File: config.mk
export PLATFORM = sky130hd
export DESIGN_NAME = table_run_length_plane_decoder_top
export DESIGN_NICKNAME = d
export VERILOG_FILES = /design/src/rtl/rlpd_pkg.sv /design/src/rtl/rlpd_step.sv /design/src/rtl/table_run_length_plane_decoder_top.sv
export SDC_FILE = /design/constraint.sdc
export NUM_CORES = 1
export LEC_CHECK = 0
export BUFFER_PORTS_ARGS = -buffer_cell sky130_fd_sc_hd__buf_4
export CAP_MARGIN = 10
export CORE_MARGIN = 2
export CORE_UTILIZATION = 55
export DETAILED_ROUTE_END_ITERATION = 10
export PLACE_DENSITY = 0.74
export SKIP_CTS_REPAIR_TIMING = 1
export SLEW_MARGIN = 25
export SYNTH_ARGS = -nofsm -noshare
export SYNTH_HDL_FRONTEND = slang
export SYNTH_HIERARCHICAL = 1
export SYNTH_SLANG_ARGS = --single-unit
export TNS_END_PERCENT = 20
File: constraint.sdc
create_clock -name clk -period 11.8 [get_ports clk]
set_clock_uncertainty 0.2 [all_clocks]
set_input_delay 0.59 -clock clk [delete_from_list [all_inputs] [get_ports clk]]
set_output_delay 0.59 -clock clk [all_outputs]
set_load 0.01 [all_outputs]
File: src/rtl/rlpd_pkg.sv
`timescale 1ns / 1ps

package rlpd_pkg;

    // largest image the size clamp allows
    localparam int unsigned MAX_WIDTH  = 320;
    localparam int unsigned MAX_HEIGHT = 200;

    localparam int unsigned WIDTH_W  = 9;
    localparam int unsigned HEIGHT_W = 8;
    localparam int unsigned POS_W    = 16;
    localparam int unsigned COUNT_W  = 9;
    localparam int unsigned TABLE_W  = 56;

    // color planes
    localparam logic [1:0] PLANE_RED   = 2'd0;
    localparam logic [1:0] PLANE_GREEN = 2'd1;
    localparam logic [1:0] PLANE_BLUE  = 2'd2;

    // configuration register indexes
    localparam logic [1:0] REG_IMAGE_WIDTH  = 2'd0;
    localparam logic [1:0] REG_IMAGE_HEIGHT = 2'd1;
    localparam logic [1:0] REG_MONO_MODE    = 2'd2;
    localparam logic [1:0] REG_RUN_TABLE    = 2'd3;

    // reset values of the configuration registers
    localparam logic [WIDTH_W-1:0]  WIDTH_RESET  = WIDTH_W'(MAX_WIDTH);
    localparam logic [HEIGHT_W-1:0] HEIGHT_RESET = HEIGHT_W'(MAX_HEIGHT);

    // one output segment
    typedef struct packed {
        logic [1:0]         plane;
        logic [POS_W-1:0]   start_pixel;
        logic [COUNT_W-1:0] run_count;
        logic [3:0]         level;
        logic               replicate;
        logic               image_done;
        logic               last;
    } seg_t;

    // decoder position in the image
    typedef struct packed {
        logic [1:0]       plane_index;
        logic [POS_W-1:0] pixel_position;
        logic             finished;
    } dec_state_t;

endpackage

File: src/rtl/rlpd_step.sv
`timescale 1ns / 1ps

module rlpd_step (
    input  rlpd_pkg::dec_state_t                   state,
    input  logic [7:0]                             code_byte,
    input  logic [rlpd_pkg::POS_W-1:0]             plane_size,
    input  logic                                   mono_mode,
    input  logic [rlpd_pkg::TABLE_W-1:0]           run_table,
    output rlpd_pkg::seg_t                         seg0,
    output rlpd_pkg::seg_t                         seg1,
    output logic                                   split,
    output rlpd_pkg::dec_state_t                   state_next
);
    import rlpd_pkg::*;

    logic [2:0]         code;
    logic [3:0]         lvl;
    logic [7:0]         table_byte;
    logic [COUNT_W-1:0] run_len;
    logic [POS_W-1:0]   remaining;
    logic               plane_full;
    logic [COUNT_W-1:0] rem;
    logic [COUNT_W-1:0] rem_clip;

    assign code = code_byte[7:5];
    assign lvl  = code_byte[4:1];

    // run length lookup: code 0 is a single pixel
    always_comb
    begin
        case (code)
            3'd1:    table_byte = run_table[7:0];
            3'd2:    table_byte = run_table[15:8];
            3'd3:    table_byte = run_table[23:16];
            3'd4:    table_byte = run_table[31:24];
            3'd5:    table_byte = run_table[39:32];
            3'd6:    table_byte = run_table[47:40];
            3'd7:    table_byte = run_table[55:48];
            default: table_byte = 8'd0;
        endcase
    end

    assign run_len = (code == 3'd0) ? COUNT_W'(1) : ({1'b0, table_byte} + COUNT_W'(1));

    // pixels left in the plane, none when the plane has shrunk below the position
    assign remaining  = (state.pixel_position < plane_size) ?
                        (plane_size - state.pixel_position) : '0;
    assign plane_full = ({{(POS_W-COUNT_W){1'b0}}, run_len} >= remaining);

    // spill into the next plane, limited to one plane
    assign rem      = run_len - remaining[COUNT_W-1:0];
    assign rem_clip = ({{(POS_W-COUNT_W){1'b0}}, rem} > plane_size) ?
                      plane_size[COUNT_W-1:0] : rem;

    // segment selection and state update
    always_comb
    begin
        seg0       = '0;
        seg1       = '0;
        split      = 1'b0;
        state_next = state;

        seg0.plane       = state.plane_index;
        seg0.start_pixel = state.pixel_position;
        seg0.level       = lvl;
        seg0.last        = 1'b1;

        seg1.plane     = state.plane_index + 2'd1;
        seg1.run_count = rem_clip;
        seg1.level     = lvl;
        seg1.last      = 1'b1;

        if (state.finished)
        begin
            // image already complete: one empty done segment
            seg0.level      = 4'd0;
            seg0.image_done = 1'b1;
        end
        else if (!plane_full)
        begin
            seg0.run_count       = run_len;
            state_next.pixel_position = state.pixel_position +
                                        {{(POS_W-COUNT_W){1'b0}}, run_len};
        end
        else if (mono_mode || (state.plane_index >= PLANE_BLUE))
        begin
            // last plane completes the image, any spill is dropped
            seg0.run_count            = remaining[COUNT_W-1:0];
            seg0.replicate            = mono_mode;
            seg0.image_done           = 1'b1;
            state_next.pixel_position = state.pixel_position + remaining;
            state_next.finished       = 1'b1;
        end
        else if (rem == '0)
        begin
            // exact fit closes the plane
            seg0.run_count            = remaining[COUNT_W-1:0];
            state_next.plane_index    = state.plane_index + 2'd1;
            state_next.pixel_position = '0;
        end
        else
        begin
            seg0.run_count            = remaining[COUNT_W-1:0];
            seg0.last                 = 1'b0;
            split                     = 1'b1;
            state_next.plane_index    = state.plane_index + 2'd1;
            state_next.pixel_position = {{(POS_W-COUNT_W){1'b0}}, rem_clip};
        end
    end

endmodule

File: src/rtl/table_run_length_plane_decoder_top.sv
`timescale 1ns / 1ps

// a byte is held in the input register, and its first segment is registered in the output register when it is decoded
// throughput: one byte per cycle while the output is free and no configuration write is pending; a byte that
//   spills into the next plane holds the input side while its second segment leaves the pending register
// a configuration write blocks decoding while the plane size register updates
// reset: asynchronous active-low; red plane, pixel 0, image not finished, registers at defaults
module table_run_length_plane_decoder_top (
    input  logic                              clk,
    input  logic                              rst_n,
    input  logic                              in_valid,
    output logic                              in_ready,
    input  logic [7:0]                        code_byte,
    output logic                              out_valid,
    input  logic                              out_ready,
    output logic [1:0]                        plane,
    output logic [rlpd_pkg::POS_W-1:0]        start_pixel,
    output logic [rlpd_pkg::COUNT_W-1:0]      run_count,
    output logic [3:0]                        level,
    output logic                              replicate,
    output logic                              image_done,
    output logic                              last,
    input  logic                              cfg_valid,
    output logic                              cfg_ready,
    input  logic [1:0]                        cfg_index,
    input  logic [rlpd_pkg::TABLE_W-1:0]      cfg_data
);
    import rlpd_pkg::*;

    logic [WIDTH_W-1:0]  image_width_reg;
    logic [HEIGHT_W-1:0] image_height_reg;
    logic                mono_mode_reg;
    logic [TABLE_W-1:0]  run_table_reg;
    logic                cfg_dirty_reg;
    logic [POS_W-1:0]    plane_size_reg;
    logic [POS_W-1:0]    plane_size_next;
    logic [WIDTH_W-1:0]  width_clamp;
    logic [HEIGHT_W-1:0] height_clamp;

    logic                in_valid_reg;
    logic [7:0]          in_byte_reg;

    dec_state_t          state_reg;
    dec_state_t          state_next;
    seg_t                seg0;
    seg_t                seg1;
    logic                split;

    logic                out_valid_reg;
    seg_t                out_reg;
    logic                seg1_valid_reg;
    seg_t                seg1_reg;

    logic                out_free;
    logic                move_seg1;
    logic                do_step;
    logic                cfg_write;

    // configuration write port
    assign cfg_ready = 1'b1;
    assign cfg_write = cfg_valid & cfg_ready;

    always_ff @(posedge clk or negedge rst_n)
    begin
        if (!rst_n)
        begin
            image_width_reg  <= WIDTH_RESET;
            image_height_reg <= HEIGHT_RESET;
            mono_mode_reg    <= 1'b0;
            run_table_reg    <= '0;
            cfg_dirty_reg    <= 1'b0;
        end
        else
        begin
            cfg_dirty_reg <= cfg_write;
            if (cfg_write)
            begin
                case (cfg_index)
                    REG_IMAGE_WIDTH:  image_width_reg  <= cfg_data[WIDTH_W-1:0];
                    REG_IMAGE_HEIGHT: image_height_reg <= cfg_data[HEIGHT_W-1:0];
                    REG_MONO_MODE:    mono_mode_reg    <= cfg_data[0];
                    REG_RUN_TABLE:    run_table_reg    <= cfg_data;
                    default:          ;
                endcase
            end
        end
    end

    // clamp sizes and register the plane size
    assign width_clamp  = (image_width_reg == '0) ? WIDTH_W'(1) :
                          (image_width_reg > WIDTH_W'(MAX_WIDTH)) ? WIDTH_W'(MAX_WIDTH) :
                          image_width_reg;
    assign height_clamp = (image_height_reg == '0) ? HEIGHT_W'(1) :
                          (image_height_reg > HEIGHT_W'(MAX_HEIGHT)) ? HEIGHT_W'(MAX_HEIGHT) :
                          image_height_reg;
    assign plane_size_next = {{(POS_W-WIDTH_W){1'b0}}, width_clamp} *
                             {{(POS_W-HEIGHT_W){1'b0}}, height_clamp};

    always_ff @(posedge clk or negedge rst_n)
    begin
        if (!rst_n)
        begin
            plane_size_reg <= POS_W'(MAX_WIDTH * MAX_HEIGHT);
        end
        else
        begin
            plane_size_reg <= plane_size_next;
        end
    end

    // handshake control
    assign out_free  = !out_valid_reg || out_ready;
    assign move_seg1 = seg1_valid_reg && out_free;
    assign do_step   = in_valid_reg && !seg1_valid_reg && out_free && !cfg_dirty_reg;
    assign in_ready  = !in_valid_reg || do_step;

    // input register
    always_ff @(posedge clk or negedge rst_n)
    begin
        if (!rst_n)
        begin
            in_valid_reg <= 1'b0;
        end
        else if (in_ready)
        begin
            in_valid_reg <= in_valid;
        end
    end

    always_ff @(posedge clk)
    begin
        if (in_valid && in_ready)
        begin
            in_byte_reg <= code_byte;
        end
    end

    rlpd_step u_step (
        .state      (state_reg),
        .code_byte  (in_byte_reg),
        .plane_size (plane_size_reg),
        .mono_mode  (mono_mode_reg),
        .run_table  (run_table_reg),
        .seg0       (seg0),
        .seg1       (seg1),
        .split      (split),
        .state_next (state_next)
    );

    // decoder state
    always_ff @(posedge clk or negedge rst_n)
    begin
        if (!rst_n)
        begin
            state_reg <= '0;
        end
        else if (do_step)
        begin
            state_reg <= state_next;
        end
    end

    // output register and pending second segment
    always_ff @(posedge clk or negedge rst_n)
    begin
        if (!rst_n)
        begin
            out_valid_reg  <= 1'b0;
            seg1_valid_reg <= 1'b0;
        end
        else
        begin
            if (move_seg1 || do_step)
            begin
                out_valid_reg <= 1'b1;
            end
            else if (out_ready)
            begin
                out_valid_reg <= 1'b0;
            end

            if (move_seg1)
            begin
                seg1_valid_reg <= 1'b0;
            end
            else if (do_step)
            begin
                seg1_valid_reg <= split;
            end
        end
    end

    always_ff @(posedge clk)
    begin
        if (move_seg1)
        begin
            out_reg <= seg1_reg;
        end
        else if (do_step)
        begin
            out_reg <= seg0;
        end

        if (do_step)
        begin
            seg1_reg <= seg1;
        end
    end

    assign out_valid   = out_valid_reg;
    assign plane       = out_reg.plane;
    assign start_pixel = out_reg.start_pixel;
    assign run_count   = out_reg.run_count;
    assign level       = out_reg.level;
    assign replicate   = out_reg.replicate;
    assign image_done  = out_reg.image_done;
    assign last        = out_reg.last;

    // a pending second segment always sits behind a shown first one
    assert property (@(posedge clk) disable iff (!rst_n)
        seg1_valid_reg |-> (out_valid_reg && !out_reg.last))
        else $error("pending segment without a non-final segment in the output register");

    // a completed image stays completed
    assert property (@(posedge clk) disable iff (!rst_n)
        state_reg.finished |=> state_reg.finished)
        else $error("finished flag cleared without reset");

    // plane index never passes blue
    assert property (@(posedge clk) disable iff (!rst_n)
        state_reg.plane_index != 2'd3)
        else $error("plane index out of range");

    // no decode step in the cycle after a configuration write
    assert property (@(posedge clk) disable iff (!rst_n)
        cfg_write |=> !do_step)
        else $error("decode step used a stale plane size");

endmodule

==> results of run 1 <==
final cells by class:
class	count	area [sq um]
repair buffers	112	840.8
inverters	122	459.2
well taps	324	405.4
fillers	2015	9298
multi-input cells	986	7662
flip-flops and latches	188	5094
clock buffers	17	425.4
clock inverters	15	206.4
worst min path at each step:
stage	startpoint	end	slack (ps)	cells after the start
after detailed placement	in_byte_reg[4]	seg1_reg[6]	230	0
after global placement	in_byte_reg[4]	seg1_reg[6]	230	0
after CTS	rst_n	run_table_reg[42]	40	1
final	rst_n	run_table_reg[42]	5	1
after global routing	rst_n	run_table_reg[53]	60	1
after floorplan	rst_n	cfg_dirty_reg	90	0
worst max-delay path, delay by kind of cell (launching register included):
family / cells / cell delay, ps
multiplexers: 3 / 860
AO/OA/AOI/OAI: 8 / 2520
buffers and inverters: 3 / 280
flip-flops: 1 / 520
AND/OR/NAND/NOR: 5 / 1120
adder cells (fa/ha/maj): 4 / 1320
XOR/XNOR: 1 / 220
per-layer routing:
metal / vias to the layer above / part of all wire, % / wire [microns]
met3: 36 / 5.4 / 1623
met1: 4900 / 43 / 13030
met4: 0 / 1.6 / 479
li1: 4855 / - / -
met2: 298 / 50 / 14910
met5: - / 0 / 0
per-stage QoR:
step	setup slack (ps)	util [%]	instances
floorplan	5824	-	1385
global placement	4500	59.27	1732
detailed placement	4735	59.28	1732
CTS	4732	61.88	1764
global route	4164	61.88	1764
finish	4608	61.88	1764
==> results.md, run 1 <==
- Initial antenna violation count: 0
- IO Count: 108
- Critical Path, Cell by Cell: ha_1 > inv_1 > fa_1 > a211oi_2 > o21bai_1 > o311ai_1 > a21oi_1 > nand2_1 > inv_1 > fa_1 > nand2b_1 > a21oi_1 > a21oi_1 > xor2_1 > inv_1 > ha_1 > or4_1 > o21ai_2 > mux2_2 > a221oi_1 > mux2i_1 > mux2_2 > nand2_1 > nand2_1
- Met3 Track Usage GR: 3.754%
- TritonCTS clock tree: built
- Met1 GRT Util: 31.63%
- Setup tns final: 0 ps
- Max reg flops: 56
- RSZ-0062 raised after global routing: false
- Wirelength per Cell: 17.03 microns
- Fin. Hold Viols: 0
- Most common cell after layout, fill and taps aside: nand2_1
- Cell Area, Placed: 14460 sq um
- Final weighted congestion in routability-driven placement: 0.9204
- CP max stage cell: o21ai_2
- Vias: 10.09k
- Die area: 26230 sq um
- Clock sinks: 188
- Setup violators final: 0
- Vias in the first global route: 10.22k
- Pins Over Slew Limit: 0
- Initial detailed-routing violation count: 716
- Root Driver: clkbuf_16
- Worst hold-check path type: input port to async pin
- Busiest grt layer: met2
- Max cap viols: 0
- Total CTS buffers: 17
- Grt met2 use: 40.56%
- Core area: 24390 sq um
- Most frequent cells in the layout: 136 x nand2_1, 126 x nor2_1, 119 x inv_1
- Worst slew margin: 33.95%
- Synthesis-to-finish area growth: 9.973%
- Layout cells sized above 1: 21.04%
- First-pass GRT wire length: 50380 microns
- Ys Warns: 6
- Crit path to: state_reg[6]
- Starting Density: 56.27%
- WS Path Type: flop to flop
- Minimum clock period: 7192 ps
- Grt ovf: 0
- Arrival time at the worst endpoint: 7320 ps
- Total Routing Usage GR: 23.86%
- Die width: 162.0 microns
- Tcrit/Tclk final: 60.95%
- Post-synthesis cell count: 1368
- Port bufs: 105
- Worst-path maximum fanout: 17
- Detailed Place HPWL: 22650 microns
- Reg clk slew, reported paths: 90 ps
- Critical path's largest stage delay: 590 ps
- CTS Buffer Depth: 2
- Total wire length: 30040 microns
- Largest net degree at the start of global routing: 65
- Post-layout nets: 1637
- Syn Area/Cell: 10.03 sq um
- Peak Freq: 139.1 MHz
- Endpoint class of the critical path: flop
- Initial DRT Pass Iterations: 5
- Outcome: complete, no violations
- Worst Tran Pin Value: 990.8 ps
- Data required, critical path: 11930 ps
- CTS H-tree lvls: 4
- Reg-to-reg startpoint: state_reg[1]
- CP Launch Point: state_reg[1]
- DR vias/cell: 5.719
- Crit Reg-Reg Endpoint: state_reg[6]
- Worst setup SP type: flop
- Routed Antenna Nets: 0
- Hold Slack: 4.914 ps
- Reg-to-reg slack, setup: 4610 ps
- Std cell rows: 57
- Antenna Diode Count: 0
- Worst skew pair latency: 440 ps
- Worst r2r path cells: 24
- Die Y: 162.0 microns
- # DRC: 0
- Post-synth design cell area: 13720 sq um
- Design Area, Final: 15090 sq um
Power of run 1 is not shown: default switching activity piles up to over one toggle a cycle in this logic, so the estimate is an artifact.
==> inputs of run 2 (changes only) <==
==> constraint.sdc (replaced) <==
create_clock -name clk -period 7.53 [get_ports clk]
set_clock_uncertainty 0.2 [all_clocks]
set_input_delay 0.3765 -clock clk [delete_from_list [all_inputs] [get_ports clk]]
set_output_delay 0.3765 -clock clk [all_outputs]
set_load 0.01 [all_outputs]
==> run 2 against run 1 <==
  * First-iteration DRC count increased by 15%
  * Flip-flop and latch count is the same
  * Sequential share of layout area shrank 1.5 points
  * Cell area grew 4.5%
  * Via count increased by 3.9%
  * Critical path depth unchanged
  * Utilization is 2.8 points higher
  * Hold slack worse by 1.6 ps
  * Register-to-register slack lost 4000 ps
  * Global-route usage up 0.68 points
  * Die area unchanged
==> results.md, run 2 (synthesis gave the netlist of run 1 again) <==
- Worst-path maximum fanout: 9 (-8)
- Most frequent cells in the layout: 136 x nand2_1, 126 x nor2_1, 119 x inv_1
- Routed Antenna Nets: 0 (unchanged)
- Final weighted congestion in routability-driven placement: 0.9102 (-1.1%)
- Fin. Hold Viols: 0 (unchanged)
- Std cell rows: 57 (unchanged)
- Met3 WL: 1652 microns (+1.8%)
- Vias in the first global route: 10.28k (+0.57%)
- Max reg flops: 56 (unchanged)
- Minimum clock period: 6938 ps (-253.6 ps)
- Arrival time at the worst endpoint: 7070 ps (-250 ps)
- Post-layout nets: 1705 (+4.2%)
- Detailed Place HPWL: 23370 microns (+3.2%)
- TritonCTS clock tree: built
- Critical path's largest stage delay: 620 ps (+30 ps)
- Worst hold-check path type: input port to flop
- Worst slew margin: 36.21% (+2.3 points)
- Seq. cell area: 5094 sq um (unchanged)
- Setup violators final: 0 (unchanged)
- Endpoint class of the critical path: flop
- WS Path Type: flop to flop
- Highest routed layer: met4
- Core area: 24390 sq um (unchanged)
- Grt ovf: 0 (unchanged)
- Met2 WL post-DR: 16190 microns (+8.6%)
- Worst skew pair latency: 450 ps (about the same)
- Total Routing Usage GR: 24.54% (+0.68 points)
- Peak Freq: 144.1 MHz (+3.7%)
- Port bufs: 105 (unchanged)
- Die Y: 162.0 microns (unchanged)
- Worst setup SP type: flop
- Vias: 10.48k (+3.9%)
- Starting Density: 56.27% (unchanged)
- Largest net degree at the start of global routing: 63 (-3.1%)
- CTS Buffer Depth: 2 (unchanged)
- Setup tns final: 0 ps (unchanged)
- Tcrit/Tclk final: 92.14% (+31 points)
- Max cap viols: 0 (unchanged)
- CP max stage cell: a21oi_1
- Reg clk slew, reported paths: 90 ps (about the same)
- Delay-heaviest family, CP: compound AO/OA/AOI/OAI gates
- Most common cell after layout, fill and taps aside: nand2_1
- Initial detailed-routing violation count: 825 (+15%)
- Clock sinks: 188 (unchanged)
- Wirelength per Cell: 17.84 microns (+4.7%)
- Die area: 26230 sq um (unchanged)
- Buf/Inv on CP: 1 (-2)
- First-pass GRT wire length: 51540 microns (+2.3%)
- RSZ-0062 raised after global routing: false
- Total CTS buffers: 17 (unchanged)
- Fill cells: 1940 (-3.7%)
- Root Driver: clkbuf_16
- Total wire length: 32670 microns (+8.8%)
- Initial DRT Pass Iterations: 7 (+2)
- CTS H-tree lvls: 4 (unchanged)
- Layout cells sized above 1: 20.29% (-0.75 points)
- Antenna Diode Count: 0 (unchanged)
- Initial antenna violation count: 0 (unchanged)
- # DRC: 0 (unchanged)
- Footprint of the multi-input gates: 7659 sq um (about the same)
- Outcome: complete, no violations
- Pins Over Slew Limit: 0 (unchanged)
- IO Count: 108 (unchanged)
- Met1 Wirelength: 14010 microns (+7.5%)
- DR vias/cell: 5.722 (about the same)
- Die width: 162.0 microns (unchanged)
- Data required, critical path: 7660 ps (-4270 ps)
- Synthesis-to-finish area growth: 14.91%
- Worst Tran Pin Value: 954.6 ps (-36.17 ps)
- Critical Path, Cell by Cell: inv_1 > ha_1 > nand2_2 > nor4_2 > o311ai_1 > a21oi_1 > nand2_1 > ha_1 > nor2b_1 > o21ai_0 > a21oi_1 > o41ai_1 > xnor2_1 > ha_1 > o21a_1 > o211ai_1 > nor3_1 > o21ai_1 > mux2_2 > a221oi_1 > mux2i_1 > mux2_2 > nand2_1 > nand2_1
-- run 2: per-stage QoR --
step	std cells	setup slack, ps	cell area, sq um	hold WS, ps	util [%]
after detailed placement	1736	864.5	14490	226.2	59.39
after global routing	1832	114.2	15770	1.515	64.66
after floorplan	1385	1554	13790	-119.1	-
final	1832	591.9	15770	3.279	64.66
after global placement	1736	944.3	14490	225.4	59.39
after CTS	1768	779.7	15130	-193.4	62.03
-- run 2: path summary, 6_finish.rpt --
check,start,to,slack [ps],cells after the start
worst min register to register,in_byte_reg[3],seg1_reg[5],240,0
min in group asynchronous,rst_n,run_table_reg[45],330,2
worst min-delay path,cfg_data[1],image_height_reg[1],3,2
worst max register to register,state_reg[14],state_reg[6],590,24
worst max-delay path,state_reg[14],state_reg[6],590,24
max in group asynchronous,rst_n,state_reg[0],5570,3
-- run 2: worst reg2reg max path: stages (launching register included) --
cell	delay, ps
dfrtp_1	440
inv_1	120
ha_1	500
nand2_2	170
nor4_2	380
o311ai_1	250
a21oi_1	620
nand2_1	270
ha_1	350
nor2b_1	130
o21ai_0	340
a21oi_1	200
o41ai_1	380
xnor2_1	250
ha_1	330
o21a_1	190
o211ai_1	150
nor3_1	70
o21ai_1	260
mux2_2	430
a221oi_1	290
mux2i_1	100
mux2_2	270
nand2_1	60
nand2_1	70
-- run 2: routing by layer --
layer | GRT usage [%] | vias up
met5 | 0 | -
met4 | 7.965 | 0
met3 | 3.141 | 68
met2 | 41.32 | 348
met1 | 33.16 | 5088
li1 | - | 4978
-- run 2: area by class of cell --
| type | instances | share of cell area (%) |
|---|---|---|
| clock inverters | 15 | 1.380 |
| clock buffers | 17 | 2.697 |
| multi-input cells | 986 | 48.56 |
| inverters | 122 | 2.912 |
| well taps | 324 | 2.570 |
| flip-flops and latches | 188 | 32.30 |
| repair buffers | 180 | 9.583 |
Power of run 2 is left out for the same reason.
